`config.mk`:
```
export PLATFORM = sky130hd
export DESIGN_NAME = l3dcg_front
export DESIGN_NICKNAME = d
export VERILOG_FILES = /design/src/design/l3dcg_pkg.sv /design/src/design/l3dcg_front.sv
export SDC_FILE = /design/constraint.sdc
export NUM_CORES = 1
export LEC_CHECK = 0
export ABC_CLOCK_PERIOD_IN_PS = 5800
export BUFFER_PORTS_ARGS = -buffer_cell sky130_fd_sc_hd__buf_2
export CAP_MARGIN = 5
export CORE_MARGIN = 1.5
export CORE_UTILIZATION = 60
export DETAILED_ROUTE_END_ITERATION = 12
export MAX_ROUTING_LAYER = met4
export PLACE_DENSITY = 0.94
export SLEW_MARGIN = 20
export SYNTH_ARGS = -nofsm -noshare
export SYNTH_HDL_FRONTEND = slang
export SYNTH_SLANG_ARGS = --single-unit
export TNS_END_PERCENT = 100
```
`constraint.sdc`:
```
create_clock -name clock -period 5.8 [get_ports clock]
set_clock_uncertainty 0.2 [all_clocks]
set_input_delay 1.16 -clock clock [delete_from_list [all_inputs] [get_ports clock]]
set_output_delay 1.16 -clock clock [all_outputs]
set_load 0.1 [all_outputs]
```
`src/design/l3dcg_pkg.sv`:
```
// Types, constants and helper functions of the 3D color grading block.
// No dependencies; imported by every module of the block but l3dcg_ram.
package l3dcg_pkg;

   localparam int L3DCG_TABLE_DIM   = 32;
   localparam int L3DCG_ENTRY_BITS  = 13;
   localparam int L3DCG_IDX_BITS    = $clog2(L3DCG_TABLE_DIM);
   localparam int L3DCG_ADDR_BITS   = 3 * L3DCG_IDX_BITS;
   localparam int L3DCG_TABLE_SIZE  = L3DCG_TABLE_DIM * L3DCG_TABLE_DIM * L3DCG_TABLE_DIM;
   localparam int L3DCG_CHANNELS    = 3;
   localparam int L3DCG_PIXEL_BITS  = 8;
   localparam int L3DCG_FRAC_BITS   = 3;
   localparam int L3DCG_GAIN_BITS   = 8;
   localparam int L3DCG_QUEUE_DEPTH = 4;
   localparam int L3DCG_QPTR_BITS   = $clog2(L3DCG_QUEUE_DEPTH);
   localparam int L3DCG_CSR_ADDR_BITS = 3;
   localparam int L3DCG_CSR_DATA_BITS = 32;

   localparam logic [L3DCG_IDX_BITS-1:0] L3DCG_IDX_MAX =
      L3DCG_IDX_BITS'(L3DCG_TABLE_DIM - 2);
   localparam logic [L3DCG_FRAC_BITS:0] L3DCG_FRAC_ONE =
      (L3DCG_FRAC_BITS + 1)'(1 << L3DCG_FRAC_BITS);
   localparam logic [L3DCG_GAIN_BITS-1:0] L3DCG_GAIN_RESET = L3DCG_GAIN_BITS'(64);
   localparam logic [L3DCG_PIXEL_BITS-1:0] L3DCG_OUT_MAX = '1;

   // Register index as seen in bit 2 of the byte address.
   localparam logic L3DCG_CSR_GAIN = 1'b0;

   typedef enum logic {
      REQ_WRITE = 1'b0,
      REQ_PIXEL = 1'b1
   } l3dcg_req_type;

   // One queued command: a table write (start_addr is the entry address)
   // or a pixel with both table addresses and the channel fractions.
   typedef struct packed {
      logic                                             is_pixel;
      logic [L3DCG_ADDR_BITS-1:0]                       start_addr;
      logic [L3DCG_ADDR_BITS-1:0]                       end_addr;
      logic [L3DCG_CHANNELS-1:0][L3DCG_FRAC_BITS-1:0]   frac;
   } l3dcg_cmd_type;

   // Table index of one channel; the last cell is folded onto the one below
   // so that the end entry stays inside the table.
   function automatic logic [L3DCG_IDX_BITS-1:0] l3dcg_chan_index(
      input logic [L3DCG_PIXEL_BITS-1:0] c);
      logic [L3DCG_IDX_BITS-1:0] idx;
      idx = c[L3DCG_PIXEL_BITS-1 -: L3DCG_IDX_BITS];
      if (idx > L3DCG_IDX_MAX) begin
         idx = L3DCG_IDX_MAX;
      end
      return idx;
   endfunction

endpackage

```
`src/design/l3dcg_front.sv`:
```
// Front end: accepts request items, works out table addresses and fractions,
// and queues commands for the back end. Depends on l3dcg_pkg.
module l3dcg_front import l3dcg_pkg::*; #(
   parameter int ENTRY_BITS = L3DCG_ENTRY_BITS
) (
   input  logic                               clock,
   input  logic                               reset,
   input  logic                               req_valid,
   output logic                               req_stall,
   input  logic [0:0]                         req_type,
   input  logic [L3DCG_ADDR_BITS-1:0]         req_entry_index,
   input  logic [ENTRY_BITS-1:0]              req_entry_red,
   input  logic [ENTRY_BITS-1:0]              req_entry_green,
   input  logic [ENTRY_BITS-1:0]              req_entry_blue,
   input  logic [L3DCG_PIXEL_BITS-1:0]        req_pixel_red,
   input  logic [L3DCG_PIXEL_BITS-1:0]        req_pixel_green,
   input  logic [L3DCG_PIXEL_BITS-1:0]        req_pixel_blue,
   output logic                               cmd_valid,
   input  logic                               cmd_pop,
   output l3dcg_cmd_type                      cmd,
   output logic [L3DCG_CHANNELS*ENTRY_BITS-1:0] cmd_data
);

   localparam int DataBits = L3DCG_CHANNELS * ENTRY_BITS;

   l3dcg_cmd_type              cmd_q_ff  [L3DCG_QUEUE_DEPTH];
   logic [DataBits-1:0]        data_q_ff [L3DCG_QUEUE_DEPTH];
   logic [L3DCG_QPTR_BITS-1:0] wr_ptr_ff, wr_ptr_in;
   logic [L3DCG_QPTR_BITS-1:0] rd_ptr_ff, rd_ptr_in;
   logic [L3DCG_QPTR_BITS:0]   count_ff, count_in;

   logic [L3DCG_IDX_BITS-1:0]  idx_r, idx_g, idx_b;
   l3dcg_cmd_type              new_cmd;
   logic                       push;

   always_comb begin
      idx_r = l3dcg_chan_index(req_pixel_red);
      idx_g = l3dcg_chan_index(req_pixel_green);
      idx_b = l3dcg_chan_index(req_pixel_blue);
      new_cmd.is_pixel = (req_type == REQ_PIXEL);
      if (req_type == REQ_PIXEL) begin
         new_cmd.start_addr = {idx_b, idx_g, idx_r};
      end else begin
         new_cmd.start_addr = req_entry_index;
      end
      // The end entry lies one step further along all three axes.
      new_cmd.end_addr = {L3DCG_IDX_BITS'(idx_b + 1'b1),
                          L3DCG_IDX_BITS'(idx_g + 1'b1),
                          L3DCG_IDX_BITS'(idx_r + 1'b1)};
      new_cmd.frac[0] = req_pixel_red[L3DCG_FRAC_BITS-1:0];
      new_cmd.frac[1] = req_pixel_green[L3DCG_FRAC_BITS-1:0];
      new_cmd.frac[2] = req_pixel_blue[L3DCG_FRAC_BITS-1:0];
   end

   assign req_stall = (count_ff == (L3DCG_QPTR_BITS + 1)'(L3DCG_QUEUE_DEPTH));
   assign push      = req_valid && !req_stall;
   assign cmd_valid = (count_ff != '0);
   assign cmd       = cmd_q_ff[rd_ptr_ff];
   assign cmd_data  = data_q_ff[rd_ptr_ff];

   always_comb begin
      wr_ptr_in = push ? L3DCG_QPTR_BITS'(wr_ptr_ff + 1'b1) : wr_ptr_ff;
      rd_ptr_in = cmd_pop ? L3DCG_QPTR_BITS'(rd_ptr_ff + 1'b1) : rd_ptr_ff;
      count_in  = count_ff;
      if (push && !cmd_pop) begin
         count_in = (L3DCG_QPTR_BITS + 1)'(count_ff + 1'b1);
      end else if (!push && cmd_pop) begin
         count_in = (L3DCG_QPTR_BITS + 1)'(count_ff - 1'b1);
      end
   end

   always_ff @(posedge clock) begin
      if (reset) begin
         wr_ptr_ff <= '0;
         rd_ptr_ff <= '0;
         count_ff  <= '0;
      end else begin
         wr_ptr_ff <= wr_ptr_in;
         rd_ptr_ff <= rd_ptr_in;
         count_ff  <= count_in;
      end
   end

   always_ff @(posedge clock) begin
      if (push) begin
         cmd_q_ff[wr_ptr_ff]  <= new_cmd;
         data_q_ff[wr_ptr_ff] <= {req_entry_blue, req_entry_green, req_entry_red};
      end
   end

endmodule

```
Word level (Yosys, flattened, before mapping)
Memories as Yosys holds them, arrays and structs flattened. A register that Yosys moved wholly into a read port is not among the register bits. Cells that the tools add are included.

Word-level logic and storage cells: 36. RAM bits: 316. Memories: 2. Output and inout port bits: 81. Register bits after elaboration: 7.

Memory list: cmd_q_ff (words 4, width 40, read ports 1, clocked after memory_dff 1, write ports 1, RTL line l3dcg_front.sv:26) `l3dcg_cmd_type cmd_q_ff [L3DCG_QUEUE_DEPTH];`; data_q_ff (words 4, width 39, read ports 1, clocked after memory_dff 1, write ports 1, RTL line l3dcg_front.sv:27) `logic [DataBits-1:0] data_q_ff [L3DCG_QUEUE_DEPTH];`.

Mux-type cells: 12. Equality and inequality tests: 1. $lt $le $gt $ge: 3. Reduce and logical (&&, ||, !) cells: 8. Add/subtract/negate cells: 7.

Operators with widths (count): 5-bit by 1-bit adder with 5-bit output, second input constant (3); 5-bit greater-than comparator, second input constant (3); 15-bit two-way mux (1); 5-bit two-way mux (3); 2-bit two-way mux (4); 3-bit two-way mux (2); 2-bit by 1-bit adder with 2-bit output, second input constant (2); 3-bit by 1-bit adder with 3-bit output, second input constant (1); 3-bit == test, second input constant (1); 1-bit logical AND (3); 1-bit zero test (3); 3-bit nonzero test (1); 3-bit by 1-bit subtractor with 3-bit output, second input constant (1); 1-bit two-way mux (2); 2-bit nonzero test (1).

Longest topological paths before layout
Gate-level depths: netlist of the first run.

Depth after elaboration: 7. Mapped depth: 8. Depth with buffers taken out: 8.

Worst setup path before layout of the first run
OpenSTA, ideal clock, no wires.

Path type: register -> register. Start: register count_ff[0]. End: memory cmd_q_ff[0][0] in the netlist's numbering (enable). Setup time: 0.612 ns. Stages on the path, launching flop included: 4. Path slack: 0.765 ns. Data arrival time: 4.223 ns. Period minus slack after synthesis: 5.035 ns. Required time: 4.988 ns. Cell sequence: dfxtp_1 nor3b_1 nor2_1 and2_1.

Cells in the longest elaborated chain, start to end: 5.

Ends and longest elaborated chain: from (decl) (RTL line l3dcg_front.sv:30) `logic [L3DCG_QPTR_BITS:0] count_ff, count_in;`; from (signal assigned) (RTL line l3dcg_front.sv:80) `count_ff <= count_in;`; 3-bit == test (RTL line l3dcg_front.sv:55) `assign req_stall = (count_ff == (L3DCG_QPTR_BITS + 1)'(L3DCG_QUEUE_DEPTH));`; named net req_stall (RTL line l3dcg_front.sv:9) `output logic req_stall,`; 1-bit zero test (RTL line l3dcg_front.sv:56) `assign push = req_valid && !req_stall;`; 1-bit logical AND (RTL line l3dcg_front.sv:56); named net push (RTL line l3dcg_front.sv:34) `logic push;`; 1-bit two-way mux (RTL line l3dcg_front.sv:85) `if (push) begin`; 1-bit two-way mux (implied by the code) (RTL line l3dcg_front.sv:86) `cmd_q_ff[wr_ptr_ff] <= new_cmd;`; to (decl) (RTL line l3dcg_front.sv:26).

The timed path passes the listed nets, and every way through them passes these cells.

==> impl_results.md, run 1 <==
* Status: completed
* Final Power at 6540 uW
* Leak Pwr at 0.00492 uW
* Final weighted congestion in routability-driven placement at 0.789
* R2r startpoint: count_ff[0]
* Crit path max-delay family: flip-flops
* Relative slew margins at 34.8%
* Cell Int Power at 4440 uW
* WP data required at 4.44 ns
* Initial DRC Count at 437
* HPWL after detailed placement at 14.3 mm
* DRC violation count after routing at 0
* Slew Viols, Final at 0
* Cell variety after synth at 27
* #FFs+latches synth at 325
* CTS Buf Count at 31
* Yosys warns at 0
* Setup TNS at 0 ns
* IO Port Bufs at 163
* R2r setup slk at 2.98 ns
* Row cnt at 52
* Post-DRT Antenna Nets at 0
* Final Cycle Share at 71.9%
* Synth Cell Area at 12200 um2
* Setup Fix Bufs, Post-CTS at 0
* Peak VDD IR at 0.358 mV
* Clock share of power at 32.8%
* Die Area at 21200 um2
* Grt ovf at 0
* Die height at 146 um
* Max Cap Viol at 0
* Startpoint types: flip-flop
* Final setup violation count at 0
* Cts hold-fix bufs at 0
* Io pins at 164
* Post-placement cell area at 13300 um2
* Via Count at 5931
* Sequential power share at 44.1%
* Antenna violations before repair at 2
* Mapped Cells at 526
* WL/cell at 23.7 um
* HP Class: flip-flop to flip-flop
* Die width at 146 um
* Commonest non-fill, non-tap cell in the layout: edfxtp_1
* Clock tree sinks at 325
* Synth-to-Final Area Change at 18.2%
* Post-synthesis sequential area ratio at 79.1%
* EDFF count, synth at 316
* Vias in the first global route at 6344
* Nets at 796
* Cts repair resizes at 0
* WP data arrival at 2.81 ns
* Average size of a mapped cell at 23.2 um2
* Vias per std cell at 5.90
* TritonRoute pass-1 iters at 5
* Total track usage at 23.6%
* CTS tree: built
* Layout cells sized above 1 at 43.2%
* Total core area at 20100 um2
* Hold Vio Cnt, Final at 0
* Commonest register cell after synthesis: edfxtp_1
* Max incr delay on CP at 0.99 ns
* Slowest cell on crit path: dfxtp_4
* First-pass GRT wire length at 36.5 mm
* Starting density of the core at 60.8%
* P_sw at 2100 uW
* Hold path startpoint: count_ff[2]
* Worst skew pair latency at 0.53 ns
* H-tree depth at 1
* Design Area, Final at 14500 um2
* Asr flop ratio synth at 0%
* Reg clk slew, reported paths at 0.06 ns
* Root Driver: clkbuf_16
* Longest Clk Path Bufs at 3
* Largest net degree at the start of global routing at 80
* Logic pwr share at 23.0%
* RSZ-0062 raised after global routing: no
* Tmin final at 4.17 ns
* Critical path cell sequence: buf_12 > mux4_2 > buf_2
* Max Freq at 0.240 GHz
* Buf/Inv on CP at 2
* Power Density at 453 nW/um2
* Fin util at 71.9%
* Worst-path maximum fanout at 49
* Routed WL at 23.9 mm
* Synth Net Count at 615
* Worst-Margin Slew at 0.978 ns
* Sw Ratio at 32.1%
* Kind of critical path: flip-flop to output pin
* CP Capture Type: output pin
* Commonest cells after routing, fill and taps aside: edfxtp_1 (316), buf_2 (163), mux4_2 (79)
==> cell families (layout without fill, tap and decap cells) <==
logic type / Yosys count / after routing / share of synthesized area, %
DFF: 325 / 325 / 79.1
muxes: 93 / 93 / 15.8
and+or+nand+nor: 47 / 47 / 1.87
buffers and inverters: 29 / 235 / 1.31
AOI/OAI and AO/OA: 22 / 22 / 0.962
adders and majority gates: 6 / 6 / 0.675
xor gates and xnor gates: 4 / 4 / 0.287
other: 0 / 3 / 0
==> metrics by stage <==
step | hold WS, ns | worst slack, ns | cells
after global routing | 0.362 | 1.38 | 1004
after floorplan | 0.261 | 0.765 | 526
after global placement | 0.274 | 2.14 | 943
after detailed placement | 0.320 | 2.10 | 943
final | 0.330 | 1.63 | 1005
after CTS | 0.331 | 1.50 | 1001
==> routing by layer <==
layer / vias to the layer above / GRT usage, % / part of all wire (%)
li1: 2568 / - / -
met3: 40 / 3.54 / 5.8
met2: 241 / 40.1 / 53
met4: 0 / 7.14 / 2.5
met5: - / - / 0
met1: 3082 / 29.9 / 39
==> power by group through the flow <==
stage                     combinational (uW)  sequential [uW]  clock [uW]
final                                   1510             2890        2150
after global routing                    1560             2910        2260
after CTS                               1510             2900        2180
after detailed placement                1500             2950           0
after global placement                  1470             2930           0
after floorplan                         1290             2900           0
==> worst paths after layout <==
path,end,cells past startpoint
min reg2reg,count_ff[2],2
max reg2reg,cmd_q_ff[2][19],4
max,cmd_data[31],3
min,count_ff[2],2
==> sequential cells by signal (all words and copies together) (netlist names), named ones only <==
register   flops
data_q_ff    156
rd_ptr_ff      2
wr_ptr_ff      2
cmd_q_ff     160
count_ff       3
==> cells in the mapped netlist (6+ instances only) <==
cell type | number | share of area [%]
a21oi_1 | 11 | 0.45
edfxtp_1 | 316 | 78
nand4_1 | 6 | 0.31
clkbuf_1 | 7 | 0.21
nor2_1 | 18 | 0.55
mux2_2 | 12 | 1.1
buf_2 | 10 | 0.41
inv_1 | 8 | 0.25
nand2_1 | 7 | 0.21
dfxtp_1 | 9 | 1.5
mux4_2 | 79 | 15
a31oi_1 | 6 | 0.31
==> layout make-up <==
| type | instances | area [um2] |
|---|---|---|
| flip-flops and latches | 325 | 9680 |
| inverters | 8 | 30.0 |
| clock inverters | 24 | 324 |
| well taps | 270 | 338 |
| fillers | 1156 | 5650 |
| repair buffers | 169 | 886 |
| diodes | 3 | 7.51 |
| clock buffers | 34 | 787 |
| multi-input cells | 172 | 2410 |
==> worst reg2reg max path: cells and delay by family, from the launching register on <==
family / cells / cell delay [ns]
simple gates: 3 / 1.20
buf+inv: 1 / 0.62
flops: 1 / 0.42
No activity file was read; power rests on OpenSTA's default activity.
==> run 2, diff against run 1 <==
--- a/config.mk
+++ b/config.mk
@@ -5,14 +5,14 @@
 export SDC_FILE = /design/constraint.sdc
 export NUM_CORES = 1
 export LEC_CHECK = 0
-export ABC_CLOCK_PERIOD_IN_PS = 5800
+export ABC_CLOCK_PERIOD_IN_PS = 3690
 export BUFFER_PORTS_ARGS = -buffer_cell sky130_fd_sc_hd__buf_2
 export CAP_MARGIN = 5
 export CORE_MARGIN = 1.5
-export CORE_UTILIZATION = 60
+export CORE_UTILIZATION = 52
 export DETAILED_ROUTE_END_ITERATION = 12
 export MAX_ROUTING_LAYER = met4
-export PLACE_DENSITY = 0.94
+export PLACE_DENSITY = 0.87
 export SLEW_MARGIN = 20
 export SYNTH_ARGS = -nofsm -noshare
 export SYNTH_HDL_FRONTEND = slang
==> constraint.sdc (replaced) <==
create_clock -name clock -period 3.69 [get_ports clock]
set_clock_uncertainty 0.2 [all_clocks]
set_input_delay 0.738 -clock clock [delete_from_list [all_inputs] [get_ports clock]]
set_output_delay 0.738 -clock clock [all_outputs]
set_load 0.1 [all_outputs]
==> impl_results.md, run 2 (synthesis results as in run 1) <==
* Post-DRT Antenna Nets at 0 (unchanged)
* Leak Pwr at 0.00492 uW (about the same)
* CTS tree: built
* Antenna violations before repair at 0 (-2)
* Final weighted congestion in routability-driven placement at 0.736 (-6.8%)
* ANT cells at 0 (-3)
* Largest net degree at the start of global routing at 51 (-36%)
* Fin util at 63.6% (-8.3 points)
* Nets at 802 (+0.75%)
* R2R cell count at 8 (+4)
* Final setup violation count at 0 (unchanged)
* Vias per std cell at 5.67 (-4.0%)
* Via Count at 5951 (+0.34%)
* Worst skew pair latency at 0.53 ns (about the same)
* Commonest cells after routing, fill and taps aside: edfxtp_1 (316), buf_2 (163), mux4_2 (79)
* Total core area at 22800 um2 (+14%)
* Vias in the first global route at 6208 (-2.1%)
* Status: completed
* Hold Vio Cnt, Final at 0 (unchanged)
* Kind of critical path: flip-flop to output pin
* DRC violation count after routing at 0 (unchanged)
* Worst-Margin Slew at 0.595 ns (-0.383 ns)
* Reg2reg end: count_ff[2]
* Starting density of the core at 53.5% (-7.3 points)
* Cell Int Power at 6770 uW (+52%)
* Worst-path maximum fanout at 37 (-24%)
* Startpoint types: flip-flop
* Final Cycle Share at 89.5%
* P_sw at 3290 uW (+56%)
* Max Cap Viol at 0 (unchanged)
* H-tree depth at 1 (unchanged)
* Final Power at 10100 uW (+54%)
* DP Worst Slack at 0.844 ns (-1.25 ns)
* HP Class: input pin to flip-flop
* Routed WL at 22.9 mm (-4.1%)
* Sequential power share at 44.9% (+0.8 points)
* Sw Ratio at 32.7% (+0.54 points)
* Setup Fix Bufs, Post-CTS at 0 (unchanged)
* First-pass GRT wire length at 35.4 mm (-3.0%)
* IO Port Bufs at 163 (unchanged)
* Layout cells sized above 1 at 42.9% (-0.29 points)
* WL/cell at 21.8 um (-8.2%)
* Cts hold-fix bufs at 0 (unchanged)
* Slew Viols, Final at 0 (unchanged)
* Hold path startpoint: req_entry_red[1]
* Reg clk slew, reported paths at 0.06 ns (about the same)
* Initial DRC Count at 358 (-18%)
* CTS Buf Count at 31 (unchanged)
* R2r setup slk at 1.17 ns (-1.81 ns)
* TritonRoute pass-1 iters at 5 (unchanged)
* WP data arrival at 2.36 ns (-0.45 ns)
* Commonest non-fill, non-tap cell in the layout: edfxtp_1
* Logic pwr share at 24.0% (+1.0 points)
* Post-placement cell area at 13500 um2 (+1.5%)
* HPWL after detailed placement at 14.4 mm (+1.1%)
* Root Driver: clkbuf_16
* Max Freq at 0.303 GHz
* Peak VDD IR at 0.637 mV (+78%)
* WP data required at 2.75 ns (-1.69 ns)
* Clock tree sinks at 325 (unchanged)
* Power Density at 691 nW/um2 (+53%)
* Synth-to-Final Area Change at 18.9%
* Die height at 156 um (+7.3%)
* Biggest register: cmd_q_ff
* Cts repair resizes at 0 (unchanged)
* CP Capture Type: output pin
* Longest Clk Path Bufs at 3 (unchanged)
* Row cnt at 55 (+5.8%)
* RSZ-0062 raised after global routing: no
* Final worst slack at 0.387 ns (-1.24 ns)
* Clock share of power at 31.0% (-1.8 points)
* Design Area, Final at 14500 um2 (+0.57%)
* Relative slew margins at 60.3% (+26 points)
* R2r startpoint: count_ff[0]
* Total track usage at 19.8% (-3.9 points)
* Tmin final at 3.30 ns
* Io pins at 164 (unchanged)
* Hold Path Sink: data_q_ff[0][1]
* Max FFs per register at 160 (unchanged)
* Hold depth at 1 (-1)
* Grt ovf at 0 (unchanged)
* Die Area at 24400 um2 (+15%)
* Biggest regs: cmd_q_ff: 160 flops, data_q_ff: 156 flops, count_ff: 3 flops
* Die width at 156 um (+7.3%)
* Setup TNS at 0 ns (unchanged)
-- run 2: cell count changes in the layout (fill, tap and decap cells not counted), sizes merged --
cell	before	now
bufinv	8	4
diode	3	0
clkinv	13	12
clkbuf	34	40
buf	169	175
inv	10	8
-- run 2: worst max-delay path by stage --
stage | end | slack [ns] | cells after the start
after global placement | cmd_data[26] | 0.94 | 3
after floorplan | cmd_q_ff[1][0] | 0.13 | 3
after detailed placement | count_ff[2] | 0.84 | 9
after global routing | cmd[26] | 0.26 | 3
after CTS | cmd[9] | 0.33 | 3
final | cmd[9] | 0.39 | 3
-- run 2: cell type report --
| type | count | area, um2 |
|---|---|---|
| sequential | 325 | 9680 |
| fill | 1543 | 8310 |
| multi-input combinational | 172 | 2420 |
| timing repair buffer | 175 | 1010 |
| clock buffer | 40 | 830 |
| tap | 313 | 392 |
| clock inverter | 17 | 186 |
| inverter | 8 | 30.0 |
-- run 2: stage by stage --
| step | instances | hold WS (ns) |
|---|---|---|
| after global routing | 1050 | 0.185 |
| final | 1050 | 0.218 |
| after global placement | 993 | 0.280 |
| after CTS | 1050 | 0.188 |
| after floorplan | 526 | 0.266 |
| after detailed placement | 993 | 0.302 |
-- run 2: power by group through the flow --
stage	Sequential [uW]	Combinational [uW]	Clock, uW
2_1_floorplan	4550	2030	0
3_3_place_gp	4570	2400	0
3_5_place_dp	4600	2430	0
4_1_cts	4520	2440	3180
5_1_grt	4540	2510	3350
6_report	4520	2420	3120
-- run 2: layer usage --
layer	vias to the layer above	global-route usage (%)	share of wire (%)
met2	232	32.9	52
li1	2581	-	-
met3	30	3.41	6.4
met4	0	3.90	1.2
met1	3108	26.1	41
met5	-	-	0
-- run 2: critical path: stages (launching register included) --
cell and delay [ns]:
dfxtp_4 0.74, buf_4 0.38, mux4_2 0.27, buf_2 0.43
